==> src/hw/rtl/imupp_pkg.sv <==
`default_nettype none

package imupp_pkg;

  // Header bytes that open every packet.
  localparam logic [7:0] HDR_S = 8'h73;
  localparam logic [7:0] HDR_N = 8'h6E;
  localparam logic [7:0] HDR_P = 8'h70;

  // Sum of the three header bytes, the seed of the running checksum.
  localparam logic [15:0] HDR_SUM = 16'({8'd0, HDR_S} + {8'd0, HDR_N} + {8'd0, HDR_P});

  // Register addresses that carry values.
  localparam logic [7:0] ADDR_QUAT  = 8'h6D;
  localparam logic [7:0] ADDR_EULER = 8'h70;

  // Batch length field mask in the type byte.
  localparam logic [3:0] LEN_MASK = 4'hF;

  // Unpacking reads only the first seven words, so only these payload bytes are kept.
  localparam int STORE_BYTES = 14;
  localparam int STORE_AW    = $clog2(STORE_BYTES);

  // Number of value registers.
  localparam int NUM_VALUES = 10;

  // Parser phase codes.
  localparam logic [2:0] PH_HUNT = 3'd0;
  localparam logic [2:0] PH_S    = 3'd1;
  localparam logic [2:0] PH_SN   = 3'd2;
  localparam logic [2:0] PH_TYPE = 3'd3;
  localparam logic [2:0] PH_ADDR = 3'd4;
  localparam logic [2:0] PH_DATA = 3'd5;
  localparam logic [2:0] PH_CHKH = 3'd6;
  localparam logic [2:0] PH_CHKL = 3'd7;

  typedef logic [15:0] value_t;

endpackage

`default_nettype wire

==> src/hw/rtl/imu_packet_parser.sv <==
`default_nettype none
// Each accepted byte word yields a registered result word. Throughput: one byte
// word per cycle while in_ready is high; the parse state and the output register
// are updated in the same clock edge, so the running checksum loop sets the pace.
// Reset (rst_n low, synchronous) returns the parser to header hunt, clears the
// value registers and the output valid; the kept payload bytes are not cleared.

module imu_packet_parser (
  input  wire                     clk,
  input  wire                     rst_n,
  input  wire                     in_valid,
  output logic                    in_ready,
  input  wire  [7:0]              in_rx_byte,
  output logic                    out_valid,
  input  wire                     out_ready,
  output logic                    out_packet_ok,
  output logic                    out_checksum_bad,
  output logic signed [15:0]      out_quat_a,
  output logic signed [15:0]      out_quat_b,
  output logic signed [15:0]      out_quat_c,
  output logic signed [15:0]      out_quat_d,
  output logic signed [15:0]      out_roll_angle,
  output logic signed [15:0]      out_pitch_angle,
  output logic signed [15:0]      out_yaw_angle,
  output logic signed [15:0]      out_roll_speed,
  output logic signed [15:0]      out_pitch_speed,
  output logic signed [15:0]      out_yaw_speed
);

  // Control state.
  logic [2:0]  phase_r, phase_nxt;
  logic        batch_r, batch_nxt;
  logic [5:0]  plen_r, plen_nxt;
  logic [7:0]  addr_r, addr_nxt;
  logic [5:0]  count_r, count_nxt;
  logic [7:0]  chk_hi_r, chk_hi_nxt;
  logic [15:0] sum_r, sum_nxt;

  // Output stage.
  logic        out_valid_r, out_valid_nxt;
  logic        ok_r, ok_nxt;
  logic        bad_r, bad_nxt;
  imupp_pkg::value_t vals_r   [imupp_pkg::NUM_VALUES];
  imupp_pkg::value_t vals_nxt [imupp_pkg::NUM_VALUES];

  // Kept payload bytes.
  logic [7:0]  store_r [imupp_pkg::STORE_BYTES];
  logic        store_we;

  logic        accept;
  logic [5:0]  count_inc;
  logic [7:0]  c;

  assign in_ready = !out_valid_r || out_ready;
  assign accept   = in_valid && in_ready;
  assign c        = in_rx_byte;
  assign count_inc = count_r + 6'd1;

  // A payload byte is kept only while its position is one that unpacking reads.
  assign store_we = accept && (phase_r == imupp_pkg::PH_DATA) &&
                    (count_r < 6'(imupp_pkg::STORE_BYTES));

  // Next-state logic for one byte word.
  always_comb begin
    phase_nxt     = phase_r;
    batch_nxt     = batch_r;
    plen_nxt      = plen_r;
    addr_nxt      = addr_r;
    count_nxt     = count_r;
    chk_hi_nxt    = chk_hi_r;
    sum_nxt       = sum_r;
    ok_nxt        = ok_r;
    bad_nxt       = bad_r;
    vals_nxt      = vals_r;
    out_valid_nxt = out_valid_r && !out_ready;
    if (accept) begin
      out_valid_nxt = 1'b1;
      ok_nxt        = 1'b0;
      bad_nxt       = 1'b0;
      case (phase_r)
        imupp_pkg::PH_HUNT: begin
          phase_nxt = (c == imupp_pkg::HDR_S) ? imupp_pkg::PH_S : imupp_pkg::PH_HUNT;
        end
        imupp_pkg::PH_S: begin
          phase_nxt = (c == imupp_pkg::HDR_N) ? imupp_pkg::PH_SN : imupp_pkg::PH_HUNT;
        end
        imupp_pkg::PH_SN: begin
          phase_nxt = (c == imupp_pkg::HDR_P) ? imupp_pkg::PH_TYPE : imupp_pkg::PH_HUNT;
        end
        imupp_pkg::PH_TYPE: begin
          batch_nxt = c[6];
          if (c[7]) begin
            plen_nxt = c[6] ? {c[5:2] & imupp_pkg::LEN_MASK, 2'b00} : 6'd4;
          end else begin
            plen_nxt = 6'd0;
          end
          sum_nxt   = imupp_pkg::HDR_SUM + {8'd0, c};
          phase_nxt = imupp_pkg::PH_ADDR;
        end
        imupp_pkg::PH_ADDR: begin
          addr_nxt  = c;
          count_nxt = 6'd0;
          sum_nxt   = sum_r + {8'd0, c};
          phase_nxt = (plen_r == 6'd0) ? imupp_pkg::PH_CHKH : imupp_pkg::PH_DATA;
        end
        imupp_pkg::PH_DATA: begin
          count_nxt = count_inc;
          sum_nxt   = sum_r + {8'd0, c};
          if (count_inc >= plen_r) begin
            phase_nxt = imupp_pkg::PH_CHKH;
          end
        end
        imupp_pkg::PH_CHKH: begin
          chk_hi_nxt = c;
          phase_nxt  = imupp_pkg::PH_CHKL;
        end
        default: begin
          phase_nxt = imupp_pkg::PH_HUNT;
          if ({chk_hi_r, c} == sum_r) begin
            ok_nxt = 1'b1;
            // Unpack big-endian words from their fixed payload positions.
            if (addr_r == imupp_pkg::ADDR_QUAT) begin
              vals_nxt[0] = {store_r[0], store_r[1]};
              vals_nxt[1] = {store_r[2], store_r[3]};
              if (batch_r) begin
                vals_nxt[2] = {store_r[4], store_r[5]};
                vals_nxt[3] = {store_r[6], store_r[7]};
              end
            end else if (addr_r == imupp_pkg::ADDR_EULER) begin
              vals_nxt[4] = {store_r[0], store_r[1]};
              vals_nxt[5] = {store_r[2], store_r[3]};
              if (batch_r) begin
                // The fourth word is skipped; rates follow it.
                vals_nxt[6] = {store_r[4], store_r[5]};
                vals_nxt[7] = {store_r[8], store_r[9]};
                vals_nxt[8] = {store_r[10], store_r[11]};
                vals_nxt[9] = {store_r[12], store_r[13]};
              end
            end
          end else begin
            bad_nxt = 1'b1;
          end
        end
      endcase
    end
  end

  // State and output registers.
  always_ff @(posedge clk) begin
    if (!rst_n) begin
      phase_r     <= imupp_pkg::PH_HUNT;
      batch_r     <= 1'b0;
      plen_r      <= 6'd0;
      addr_r      <= 8'd0;
      count_r     <= 6'd0;
      chk_hi_r    <= 8'd0;
      sum_r       <= 16'd0;
      out_valid_r <= 1'b0;
      ok_r        <= 1'b0;
      bad_r       <= 1'b0;
      for (int i = 0; i < imupp_pkg::NUM_VALUES; i++) begin
        vals_r[i] <= '0;
      end
    end else begin
      phase_r     <= phase_nxt;
      batch_r     <= batch_nxt;
      plen_r      <= plen_nxt;
      addr_r      <= addr_nxt;
      count_r     <= count_nxt;
      chk_hi_r    <= chk_hi_nxt;
      sum_r       <= sum_nxt;
      out_valid_r <= out_valid_nxt;
      ok_r        <= ok_nxt;
      bad_r       <= bad_nxt;
      vals_r      <= vals_nxt;
    end
  end

  // Payload byte store, no reset.
  always_ff @(posedge clk) begin
    if (store_we) begin
      store_r[count_r[imupp_pkg::STORE_AW-1:0]] <= c;
    end
  end

  // Result word ports.
  assign out_valid        = out_valid_r;
  assign out_packet_ok    = ok_r;
  assign out_checksum_bad = bad_r;
  assign out_quat_a       = vals_r[0];
  assign out_quat_b       = vals_r[1];
  assign out_quat_c       = vals_r[2];
  assign out_quat_d       = vals_r[3];
  assign out_roll_angle   = vals_r[4];
  assign out_pitch_angle  = vals_r[5];
  assign out_yaw_angle    = vals_r[6];
  assign out_roll_speed   = vals_r[7];
  assign out_pitch_speed  = vals_r[8];
  assign out_yaw_speed    = vals_r[9];

endmodule

`default_nettype wire
==> config.mk <==
export PLATFORM = sky130hd
export DESIGN_NAME = imu_packet_parser
export DESIGN_NICKNAME = d
export VERILOG_FILES = /design/src/hw/rtl/imupp_pkg.sv /design/src/hw/rtl/imu_packet_parser.sv
export SDC_FILE = /design/constraint.sdc
export NUM_CORES = 1
export LEC_CHECK = 0
export ABC_CLOCK_PERIOD_IN_PS = 8000
export BUFFER_PORTS_ARGS = -buffer_cell sky130_fd_sc_hd__buf_2
export CORE_AREA = 2 2 218 177
export DETAILED_ROUTE_END_ITERATION = 6
export DIE_AREA = 0 0 220 179
export GPL_TIMING_DRIVEN = 1
export MAX_ROUTING_LAYER = met4
export PLACE_DENSITY = 0.52
export SLEW_MARGIN = 10
export SYNTH_ARGS = -nofsm -noshare
export SYNTH_HDL_FRONTEND = slang
export SYNTH_SLANG_ARGS = --single-unit
==> constraint.sdc <==
create_clock -name clk -period 8 [get_ports clk]
set_clock_uncertainty 0.15 [all_clocks]
set_input_delay 1.6 -clock clk [delete_from_list [all_inputs] [get_ports clk]]
set_output_delay 1.6 -clock clk [all_outputs]
set_load 0.01 [all_outputs]
==> run metrics <==
status=finished, final reports clean; Switching Share=21.9%; grt ovf=0; htree depth=2; Die Width=220 um; final setup fails=0; Power Density=226 mW/mm^2; sequential fraction of the synthesis area=58.4%; Layout area overhead=17.2%; Residual DRC=0; I/O pins=176; final hold vios=0; core area=0.0375 mm^2; YS warnings=0; clk slew on worst S/H paths=60 ps; vias in the first global route=8307; mapped cell area=0.0129 mm^2; maximum clock rate=between 200 and 250 MHz; maximum VDD drop=0.000112 V; Flop pwr share=between 40% and 50%; most common cell after layout, fill and taps aside=nand2_1; vias=around 8700; clk sinks=321; Slew HR=20.7%; WL final=31700 um; Synth Register Bits=321; post-CTS resize count=0; Worst setup SP type=primary input; Vias/cell=approximately 4.7; drt wl/cell=17.3 um; Syn Inst Count=between 1000 and 1500; Num CTS Buffers=37; Slew @ Worst Pin=1190 ps; 1st-pass router iterations=6; DP HPWL=approximately 20000 um; n_diodes=0; Routed Antenna Nets=0; Clock Power Share=roughly half; commonest non-fill, non-tap cells in the layout=312 x nand2_1, 209 x dfxtp_1, 175 x mux2i_1, 174 x buf_2, 112 x edfxtp_1; largest net degree at the start of global routing=about 120; Yosys cell types=66; Post-Syn Nets=1189; cts-stage hold buffer count=0; Most used DFF post-synth=dfxtp_1; Comb power frac=roughly 2.4%; area taken by multi-input logic gates=0.00478 mm^2; required time worst endpoint=8290 ps; Most Used Layer, Global Route=met2; Placed Instances=1766; Max Buffers Root-to-Sink=3; gr usage total=16.3%; Die ar.=0.0394 mm^2; Int Power=2680 uW; gp weighted congestion=0.815; Final Cycle Share=58.3%; met1 usage=22.9%; post-route cell area=0.0151 mm^2; Tmin final=roughly 4700 ps; Post-CTS Setup Bufs=0; RSZ-0062 raised after global routing=no; critical-path maximum fanout=32; async set or reset register ratio after synthesis=0%; Static Leak=0.00676 uW; initial antenna violation count=0; Reg area=0.00755 mm^2; input/output buffers=175; TritonCTS clock tree=built; global-route wire length before repair=48300 um; Die Ht=~180 um; worst skew pair latency=530 ps; Initial Util=34.5%; Critical Path AT=4960 ps; Layout Nets=1342; CP Capture Type=flop; Net Switching=~750 uW; grt met2 use=24.6%; WHS=303 ps; Fill cells=~3700; Setup TNS=0 ps; Cell Area, Placed=0.0140 mm^2; placement row count=64; WS Path Type=primary input to flop; initial DRC count=533; layout cells sized above 1=18.4%; Post-synth EDFFs=~110; worst hold path type=flop to flop; GRT met3 Usage=2.77%; max-slew violation count=0; Max Cap Viol=0; CTS root buf=clkbuf_16; Syn Area/Cell=approximately 11 um^2; Layout Cells excl Fill=1834
-- Yosys cell counts (all sizes together), types with 12 or more instances --
master | number | area, um^2
a21oi | 12 | 60.1
buf | 23 | 230
clkbuf | 41 | 265
dfxtp | 209 | 4180
edfxtp | 112 | 3360
ha | 19 | 238
inv | 15 | 56.3
mux2i | 175 | 1750
nand2 | 313 | 1180
nand3 | 17 | 95.1
nor2 | 27 | 101
nor2b | 25 | 164
nor3 | 14 | 70.1
o21ai | 20 | 100
xnor2 | 16 | 140
-- metal layers --
| layer | vias up | routed length (um) |
|---|---|---|
| li1 | 4301 | - |
| met4 | 0 | 515 |
| met2 | 152 | 14100 |
| met1 | 4196 | 15800 |
| met5 | - | 0 |
| met3 | 44 | 1290 |
-- path summary, 6_finish.rpt --
path                                                     start                               to  slack, ps  cells after the start
worst min-delay path            out_roll_speed[2]$_SDFFE_PN0P_   out_roll_speed[2]$_SDFFE_PN0P_        300                      2
worst max register to register         phase_r[2]$_SDFFE_PN0P_          store_r[7][2]$_DFFE_PP_       4280                      6
worst max-delay path                             in_rx_byte[4]  out_pitch_angle[5]$_SDFFE_PN0P_       3330                      7
worst min register to register  out_roll_speed[2]$_SDFFE_PN0P_   out_roll_speed[2]$_SDFFE_PN0P_        300                      2
-- through the flow --
stage / setup slack [ps] / power, uW / util (%)
floorplan: 4010 / 1780 / -
global placement: 2850 / 1810 / 37.3
detailed placement: 2780 / 1810 / 37.3
CTS: 3320 / 3460 / 40.4
global route: 3080 / 3540 / 40.4
finish: 3330 / 3430 / 40.4
-- sequential cells by signal, indices dropped and copies added (netlist names) --
name              flops
store_r             112
out_pitch_angle      16
out_pitch_speed      16
out_quat_a           16
out_quat_b           16
out_quat_c           16
out_quat_d           16
out_roll_angle       16
out_roll_speed       16
out_yaw_angle        16
out_yaw_speed        16
sum_r                16
addr_r                8
chk_hi_r              8
count_r               6
plen_r                4
phase_r               3
batch_r               1
out_checksum_bad      1
out_packet_ok         1
out_valid             1
-- cell type report --
cell class / count / share of cell area (%)
sequential: 321 / 49.8
clock buffer: 55 / 6.83
multi-input combinational: 750 / 31.6
inverter: 16 / 0.397
tap: 495 / 4.09
clock inverter: 13 / 0.975
timing repair buffer: 184 / 6.29
-- cells by family after synthesis --
kind of cell    share of synthesized area (%)
mux                                      13.6
compound gates                           4.67
simple gates                             15.2
xor+xnor                                 1.42
buf+inv                                  4.74
fa+ha+maj                                1.99
flops                                    58.4
-- power groups by stage --
| stage | Sequential (uW) | Combinational, uW | Clock (uW) |
|---|---|---|---|
| final | 1690 | 83.7 | 1650 |
| after global routing | 1690 | 92.2 | 1760 |
| after CTS | 1690 | 84.4 | 1690 |
| after detailed placement | 1720 | 84.2 | 0 |
| after global placement | 1720 | 83.4 | 0 |
| after floorplan | 1720 | 58.8 | 0 |
-- worst max-delay path, cell delays in order --
cell     delay, ps
buf_2          510
ha_1           420
nor4_1         340
nand4_1        210
nor4_4         550
and2_2         990
mux2i_1        290
No activity file was read; power rests on OpenSTA's default activity.
